===== src/rtl/core/slab_entry_allocator_unit_defines.svh =====
// assertion macros shared by the slab entry allocator rtl
`ifndef SLAB_ENTRY_ALLOCATOR_UNIT_DEFINES_SVH
`define SLAB_ENTRY_ALLOCATOR_UNIT_DEFINES_SVH
`ifndef ASSERT_OFF
`define SEA_ASSERT(lbl, prop) lbl: assert property (@(posedge clk) disable iff (!rst_n) prop) \
  else $error("slab allocator check failed");
`define SEA_ASSERT_ALWAYS(lbl, prop) lbl: assert property (@(posedge clk) prop) \
  else $error("slab allocator check failed");
`else
`define SEA_ASSERT(lbl, prop)
`define SEA_ASSERT_ALWAYS(lbl, prop)
`endif
`endif


===== src/rtl/core/sea_ram.sv =====
// generic single write port ram with registered read
module sea_ram #(
  parameter int WIDTH = 8,
  parameter int DEPTH = 16
) (
  input  logic                     clk,
  input  logic                     wr_en,
  input  logic [$clog2(DEPTH)-1:0] wr_addr,
  input  logic [WIDTH-1:0]         wr_data,
  input  logic [$clog2(DEPTH)-1:0] rd_addr,
  output logic [WIDTH-1:0]         rd_data
);
  logic [WIDTH-1:0] mem [DEPTH];

  always_ff @(posedge clk) begin
    if (wr_en) mem[wr_addr] <= wr_data;
    rd_data <= mem[rd_addr];
  end
endmodule

===== config.mk =====
export PLATFORM = sky130hd
export DESIGN_NAME = sea_ram
export DESIGN_NICKNAME = d
export VERILOG_FILES = /design/src/rtl/core/slab_entry_allocator_unit_defines.svh /design/src/rtl/core/sea_ram.sv
export SDC_FILE = /design/constraint.sdc
export NUM_CORES = 1
export LEC_CHECK = 0
export ABC_AREA = 1
export BUFFER_PORTS_ARGS = -buffer_cell sky130_fd_sc_hd__buf_4
export CAP_MARGIN = 5
export CORE_MARGIN = 2
export CORE_UTILIZATION = 55
export DETAILED_ROUTE_END_ITERATION = 7
export HOLD_SLACK_MARGIN = 0.12
export PLACE_DENSITY_LB_ADDON = 0.12
export SKIP_LAST_GASP = 1
export SLEW_MARGIN = 40
export SYNTH_ARGS = -nofsm -noshare
export SYNTH_HDL_FRONTEND = slang
export SYNTH_SLANG_ARGS = --single-unit
export TNS_END_PERCENT = 50

===== constraint.sdc =====
create_clock -name clk -period 1.7 [get_ports clk]
set_input_delay 0.34 -clock clk [delete_from_list [all_inputs] [get_ports clk]]
set_output_delay 0.34 -clock clk [all_outputs]
set_load 0.02 [all_outputs]

# ---- After elaboration in Yosys (flattened, before gate mapping)
# Memory sizes are Yosys's and may differ from the RTL's. A register that Yosys moved wholly into a read port is not among the register bits.
# Cells that the tools add are included.
dict set report word_totals {
  reg_bits 0
  ram_bits 128
  input_bits 18
  output_inout_bits 8
  wordCells 3
  mem_count 1
}
# name words width read_ports rd_ports_with_merged_regs write_ports line_no
set memory_table {}
lappend memory_table {mem 16 8 1 1 1 sea_ram.sv:13} ;# logic [WIDTH-1:0] mem [DEPTH];
dict set report op_classes {
  muxes 2
}
# cell count
set op_table {}
lappend op_table {{1-bit 2-to-1 mux} 2}

# ---- Logic depth before layout (Yosys ltp)
# Gate-level depths: netlist of the first run.
dict set report logic_depth {
  depth_word 2
  ltp_mapped 8
  ltp_nobuf 7
}

# ---- Worst setup path after synthesis of the first run
# OpenSTA, ideal clock, no wires.
dict set report synth_timing {
  kind {in2reg}
  from {input wr_addr[2]}
  to {memory mem[10][0], enable pin}
  setup_time_ns 0.370
  t_arrival_ns 0.921
  required_ns 1.330
  path_slack_ns 0.409
  path_stages 2
  n_path_buf 0
  path_cell_list {nand3b_1 -> nor2_1}
}
# element line_no
set synth_lines {}
lappend synth_lines {{start: declaration} sea_ram.sv:8} ;# input logic [$clog2(DEPTH)-1:0] wr_addr,
lappend synth_lines {{end: declaration} sea_ram.sv:13}
# No word-level cell before the write port.

# ---- Worst setup path after layout of the first run
dict set report layout_timing {
  from {register rd_data[7] (read register of mem)}
  to {output rd_data[7]}
}
# element line_no
set layout_lines {}
lappend layout_lines {{start: declaration} sea_ram.sv:11} ;# output logic [WIDTH-1:0] rd_data
# No word-level cell between the ends.

==> run metrics, run 1 <==
Slew Viols, Final 0; Die ar. 0.0113 sq mm; clock-pin slew on the worst setup and hold paths 0.06 ns; clock skew 0.00943 ns; gpl congestion 0.784; Yosys reg bits 136; critical path's top delay family flip-flops; Worst Hold Class input pin to flop; Worst EP required 1.36 ns; Critical path buffers and inverters 1; starting density of the core 56.4%; Top-Level Pins 26; RSZ-0062 raised after global routing no; fin crit share 79.1%; sequential share of the synthesized area 69.4%; status complete, no violations; Mapped Area 0.00577 sq mm; ANT nets after route 0; Initial DRC Count 303; die height 106 microns; CP max stage cell dfxtp_1; routed len/inst 16.7 microns; CTS tree done; vias per cell 5.19; Total Routing Usage GR 24.0%; Nets 613; placed cell areas 0.00620 sq mm; peak supply drop 0.731 mV; row count 37; synthesis-to-layout area growth 17.7%; clk_lat worst skew 0.52 ns; I/O Buffers 25; WP data arrival 1.01 ns; commonest non-fill, non-tap cells in the layout nand2_1 (173), edfxtp_1 (128), inv_1 (100); initial antenna violation count 0; CTS Buf Count 17; reg2reg end rd_data[3]$_DFF_P_; commonest non-fill, non-tap cell in the layout nand2_1; Avg Cell Area, Syn 10.5 sq um; Syn Nets 569; Final Setup Violations 0; Synth cell types 12; CP endpoint kind output port; chip width 106 microns; crit path cell chain buf_4; Layout fillers 780; Leak 0.00296 uW; Crit Path Class flop to output port; Core Box Area 0.0102 sq mm; CTS root buf clkbuf_8; Tightest Pin Transition 0.623 ns; hpwl dp 7530 microns; hold depth 1; cell count of the worst reg-to-reg path 6; Hold Startpoint wr_data[2]; antenna cell count 0; CTS H-tree lvls 4; Cells after Synth 551; clk sink count 136; Post-Route Setup TNS 0 ns; largest net degree at the start of global routing 65; Final Hold Viols 0; deepest clock path buffer count 2; layout cell share with drive strength beyond 1 13.5%; setup slack, reg-to-reg 0.66 ns; via count 3863; final WL 12400 microns; Worst Hold End mem[6][2]$_DFFE_PP_; Max Fanout on Critical Path 1; Max-cap violations 0; Post-CTS Setup Bufs 0; CP Launch Type flop; first-pass GRT wire length 19700 microns; vias in the first global route 3769; Worst slew margin 58.4%; Max stage delay on crit path 0.34 ns; DRC 0; Worst R2R Start mem[3][3]$_DFFE_PP_; hold buffer count at cts 0; Tmin final 1.35 ns; Post-CTS Resized 0; Pwr per Cell Area 1160 mW/mm^2; Yosys warning count 0; Peak Freq 0.743 GHz; gr ovfl total 0; post-route cell area 0.00679 sq mm; first-pass detailed-route iteration total 5
per-stage QoR:
stage	setup slack, ns	cells	util [%]	hold slack (ns)	total power [uW]
5_1_grt	0.327	744	66.4	0.148	8150
6_report	0.355	744	66.4	0.147	7880
3_5_place_dp	0.109	712	60.6	0.657	4350
3_3_place_gp	0.122	712	60.6	0.651	4340
4_1_cts	0.342	744	66.4	0.144	7920
2_1_floorplan	0.409	551	-	0.439	4130
registers in the layout (all words and copies together), names as in the netlist:
name,cells
mem,128
rd_data,8
worst max path at each step:
stage | cells after the start | to | slack (ns) | from
global placement | 5 | rd_data[1]$_DFF_P_ | 0.12 | rd_addr[2]
finish | 1 | rd_data[7] | 0.35 | rd_data[7]$_DFF_P_
CTS | 1 | rd_data[7] | 0.34 | rd_data[7]$_DFF_P_
global route | 1 | rd_data[4] | 0.33 | rd_data[4]$_DFF_P_
detailed placement | 5 | rd_data[3]$_DFF_P_ | 0.11 | rd_addr[2]
floorplan | 2 | mem[10][0]$_DFFE_PP_ | 0.41 | wr_addr[2]
metal layers:
| metal | track usage, % | routed length [microns] |
|---|---|---|
| met5 | 0 | 0 |
| met4 | 11.6 | 333 |
| met3 | 4.78 | 885 |
| met2 | 37.5 | 5850 |
| met1 | 32.3 | 5350 |
cells by family (layout without fill, tap and decap cells):
group                  count (synthesis)  after routing  share of synthesized area (%)
and+or+nand+nor                      289            289                           21.0
buffers and inverters                126            183                           9.52
DFF                                  136            136                           69.4
synth_stat cells:
library cell	number	area (sq um)
buf_1	1	3.75
buf_2	13	65.1
buf_4	4	30.0
buf_6	6	67.6
dfxtp_1	8	160
edfxtp_1	128	3840
inv_1	100	375
inv_2	2	7.51
nand2_1	173	649
nand3_1	97	485
nand3b_1	2	15.0
nor2_1	17	63.8
final cells by class:
class / instances / area (sq um) / share of cell area [%]
multi-input cells: 289 / 1210 / 17.9
flip-flops and latches: 136 / 4000 / 59.0
well taps: 136 / 170 / 2.51
repair buffers: 49 / 430 / 6.34
clock buffers: 17 / 414 / 6.10
clock inverters: 15 / 174 / 2.56
inverters: 102 / 383 / 5.64
where the power goes:
group	internal, uW	total (uW)	switching, uW
logic	172	509	337
clock network	2230	3610	1370
registers	3750	3770	22.0
total	6150	7880	1730
(Power assumes the default switching activity.)
==> run 2: changes to the inputs <==
Clock period 1.7 ns to 1.1 ns, I/O delays scaled along.
==> run metrics, run 2 (synthesized netlist as in run 1, its figures left out) <==
status finished, violations left; failing checks setup timing; Initial DRC Count 266; Max-cap violations 0; peak supply drop 1.20 mV; CP endpoint kind output port; initial antenna violation count 0; Nets 632; gr ovfl total 0; Tmin final 1.23 ns; biggest regs mem (128), rd_data (8); Worst R2R Start mem[5][4]$_DFFE_PP_; critical path's top delay family flip-flops; Crit Path Class flop to output port; DRC 0; CTS tree done; Placed Instances 722; vias in the first global route 3825; Final Worst Setup Slack -0.130 ns; commonest non-fill, non-tap cell in the layout nand2_1; Power, Total 12900 uW; Top-Level Pins 26; RSZ-0062 raised after global routing yes; Max Fanout on Critical Path 1; deepest clock path buffer count 2; WP data arrival 1.01 ns; ANT nets after route 0; Slew Viols, Final 0; final WL 12600 microns; CTS root buf clkbuf_8; Setup crit start rd_data[3]$_DFF_P_; Critical path buffers and inverters 1; die height 106 microns; Peak Freq 0.813 GHz; I/O Buffers 25; WHS 0.196 ns; clock-pin slew on the worst setup and hold paths 0.06 ns; gpl congestion 0.845; CP max stage cell dfxtp_4; Final Setup Violations 8; Leak 0.00310 uW; Worst Hold Class input pin to flop; routed len/inst 16.5 microns; hpwl dp 8060 microns; Total Routing Usage GR 24.4%; Max stage delay on crit path 0.36 ns; Tightest Pin Transition 0.333 ns; clock skew 0.00710 ns; vias per cell 4.96; antenna cell count 0; Worst slew margin 77.8%; CTS H-tree lvls 4; first-pass GRT wire length 20200 microns; Util after Layout 69.0%; row count 37; largest reg by FF count mem; layout cell share with drive strength beyond 1 15.6%; Final Hold Viols 0; largest net degree at the start of global routing 38; Post-CTS Setup Bufs 0; Core Box Area 0.0102 sq mm; max FFs per register 128; Pwr per Cell Area 1830 mW/mm^2; clk sink count 136; chip width 106 microns; crit path cell chain buf_6; Hold Startpoint rd_addr[2]; CP Launch Type flop; CTS Buf Count 17; starting density of the core 56.4%; Worst EP required 0.88 ns; fin crit share 112%; synthesis-to-layout area growth 22.5%; Layout Cells excl Fill 763; clk_lat worst skew 0.53 ns; first-pass detailed-route iteration total 4; via count 3785; Die ar. 0.0113 sq mm; commonest non-fill, non-tap cells in the layout nand2_1 (173), edfxtp_1 (128), inv_1 (100)
[run 2: cell types whose count changed in the layout (fill, tap and decap cells not counted), sizes merged]
cell         delta
buf            +10
dlygate4sd3     +9
clkinvlp        -3
bufinv          +2
inv             +2
clkinv          -1
[run 2: what timing repair did]
item,in CTS,in global routing
hold endpoints to repair,132,0
setup endpoints to repair,8,8
resized for setup,9,2
pin swaps,0,0
hold buffers,9,0
[run 2: layout make-up]
| cell class | count | area, sq um |
|---|---|---|
| Sequential cell | 136 | 4010 |
| Fill cell | 759 | 3170 |
| Tap cell | 136 | 170 |
| Clock inverter | 15 | 241 |
| Inverter | 102 | 383 |
| Clock buffer | 17 | 414 |
| Multi-Input combinational cell | 289 | 1210 |
| Timing Repair Buffer | 68 | 627 |
[run 2: worst paths after layout]
kind	to	slack, ns	cells past startpoint
max reg2reg	rd_data[4]$_DFF_P_	0.08	6
max	rd_data[3]	-0.13	1
min	rd_data[0]$_DFF_P_	0.20	5
min reg2reg	rd_data[1]$_DFF_P_	0.67	6
[run 2: report_power, final]
group | leakage [uW] | switching (uW) | internal [uW]
Combinational | 0.00156 | 533 | 326
Clock | 0.000317 | 2260 | 3970
Sequential | 0.00122 | 41.8 | 5800
Total | 0.00310 | 2830 | 10100
[run 2: layer usage]
layer	GRT usage (%)	up-vias	wire (microns)
met3	4.90	16	669
met1	33.1	1757	5590
li1	-	1904	-
met2	39.2	108	6180
met4	8.74	0	150
met5	0	-	0
[run 2: worst min-delay path: stages]
cell and delay (ns):
buf_4 0.10, buf_4 0.15, nand3_1 0.09, nand3_1 0.08, nand2_1 0.05
[run 2: per-stage QoR]
stage	area (sq um)	setup TNS, ns	worst slack [ns]
2_1_floorplan	5770	-6.23	-0.0708
4_1_cts	7060	-0.932	-0.152
3_5_place_dp	6290	-12.39	-0.218
5_1_grt	7060	-0.941	-0.153
3_3_place_gp	6290	-10.76	-0.172
6_report	7060	-0.764	-0.130
==> run 3: changes to the inputs <==
Settings changed: ABC_AREA 1 to 0, CORE_UTILIZATION 55 to 54.
==> run metrics, run 3 <==
status finished, violations left; failing checks setup timing; biggest regs mem (128), rd_data (8); sequential share of the synthesized area 77.8%; ANT nets after route 0; post-route cell area 0.00663 sq mm; crit path cell chain mux4_2 -> a22oi_1 -> nand2_1; Crit Path Class flop to flop; gr ovfl total 0; row count 35; met1 usage 31.1%; prevailing post-synth register cell edfxtp_1; critical path's top delay family multiplexers; met2 GRT Util 35.0%; post-synth top area share 74.7%; CTS root buf clkbuf_8; Tightest Pin Transition 0.611 ns; first-pass GRT wire length 15700 microns; Worst EP required 1.49 ns; first-pass detailed-route iteration total 4; Mapped Area 0.00515 sq mm; internal power 9620 uW; CTS tree done; CP max stage cell mux4_2; clk sink count 136; initial antenna violation count 0; CTS Buf Count 17; Syn Nets 247; Slew Viols, Final 0; Initial DRC Count 180; largest reg by FF count mem; synth cell count leaders edfxtp_1 (128), mux4_2 (18), a22oi_1 (16); clock-pin slew on the worst setup and hold paths 0.06 ns; Critical path buffers and inverters 0; die height 102 microns; Yosys reg bits 136; Nets 341; gpl congestion 0.792; GR peak layer met2; Max stage delay on crit path 0.46 ns; peak supply drop 1.18 mV; Yosys warning count 0; via count 2577; Peak Freq 0.761 GHz; synthesis-to-layout area growth 28.9%; Post-CTS Setup Bufs 0; Total Routing Usage GR 22.3%; Post-synth EDFFs 128; Cells after Synth 229; placed cell areas 0.00594 sq mm; vias per cell 5.55; Layout fillers 559; sequential fraction of design power 48.2%; clock skew 0.00704 ns; synth top area cells edfxtp_1 (75%), mux4_2 (7.9%), mux4_1 (7.1%), dfxtp_1 (3.1%), a22oi_1 (2.3%); Leak 0.00229 uW; Final Worst Setup Slack -0.213 ns; largest net degree at the start of global routing 17; I/O Buffers 25; WP data arrival 1.70 ns; Clk pwr share 45.1%; fin crit share 119%; CP Launch Type flop; CTS H-tree lvls 4; Final Hold Viols 0; Pwr per Cell Area 1820 mW/mm^2; FFs w/ async S/R, synth 0%; starting density of the core 55.7%; vias in the first global route 2656; Util after Layout 71.8%; hpwl dp 6770 microns; max FFs per register 128; final WL 10400 microns; Worst slew margin 59.1%; Synth cell types 19; chip width 102 microns; commonest non-fill, non-tap cell in the layout edfxtp_1; Tmin final 1.31 ns; Comb pwr share 6.6%; deepest clock path buffer count 2; met3 GRT Util 5.18%; routed len/inst 22.5 microns; Core Box Area 0.00924 sq mm; Die ar. 0.0103 sq mm; CP endpoint kind flop; Psw 2470 uW; Avg Cell Area, Syn 22.5 sq um; Top-Level Pins 26; most common cell in the synthesized netlist edfxtp_1; DRC 0; Final Setup Violations 16; RSZ-0062 raised after global routing yes; Max-cap violations 0; layout cell share with drive strength beyond 1 45.7%; commonest non-fill, non-tap cells in the layout edfxtp_1 (128), buf_4 (65), mux4_2 (32); cell taking the most area after synthesis edfxtp_1; clk_lat worst skew 0.52 ns; Sw Ratio 20.4%; Max Fanout on Critical Path 1; Worst Hold Class input pin to flop; antenna cell count 0
## run 3: worst reg2reg max path, cell delays in order (launching register included)
cell      delay [ns]
edfxtp_1        0.36
mux4_2          0.46
a22oi_1         0.26
nand2_1         0.10
## run 3: cells by family after synthesis
family	count (synthesis)	share of synthesized area [%]
AOI/OAI and AO/OA	16	2.33
buffers and inverters	10	1.68
muxes	32	15.0
and+or+nand+nor	35	3.18
DFF	136	77.8
## run 3: layer usage
metal | part of all wire, % | wire [microns]
met1 | 43 | 4490
met2 | 50 | 5220
met3 | 5.6 | 580
met4 | 1.3 | 135
met5 | 0 | 0
## run 3: cell type report
type	count	area, sq um	area share [%]
sequential	136	4010	60.4
tap	129	161	2.43
multi-input combinational	83	1090	16.5
timing repair buffer	85	800	12.1
clock buffer	18	418	6.30
clock inverter	13	156	2.36
## run 3: what timing repair did
item                       CTS  global route
setup endpoints to repair   16            16
gates cloned                 0             0
hold buffers                 8             0
hold endpoints to repair   128             0
pin swaps                    2             1
gates resized for setup     10             1
## run 3: metrics by stage
stage / TNS, ns / instances / worst slack, ns / hold slack [ns] / power (uW)
floorplan: -14.51 / 229 / -0.223 / 0.319 / 6300
global placement: -35.53 / 425 / -0.546 / 0.524 / 6680
detailed placement: -37.69 / 425 / -0.549 / 0.537 / 6690
CTS: -2.37 / 464 / -0.221 / 0.207 / 12200
global route: -2.73 / 464 / -0.268 / 0.242 / 12400
finish: -2.10 / 464 / -0.213 / 0.237 / 12100
## run 3: final timing paths
path                                      startpoint                  to  slack, ns  cells past startpoint
worst max-delay path            mem[10][0]$_DFFE_PP_  rd_data[0]$_DFF_P_      -0.21                      3
worst min-delay path                      rd_addr[2]  rd_data[6]$_DFF_P_       0.24                      4
worst max register to register  mem[10][0]$_DFFE_PP_  rd_data[0]$_DFF_P_      -0.21                      3
worst min register to register   mem[6][7]$_DFFE_PP_  rd_data[7]$_DFF_P_       0.67                      3
## run 3: power by group through the flow
stage	combinational [uW]	sequential, uW	clock [uW]
final	801	5830	5460
after global routing	858	5840	5740
after CTS	805	5830	5540
after detailed placement	755	5940	0
after global placement	743	5940	0
after floorplan	328	5970	0
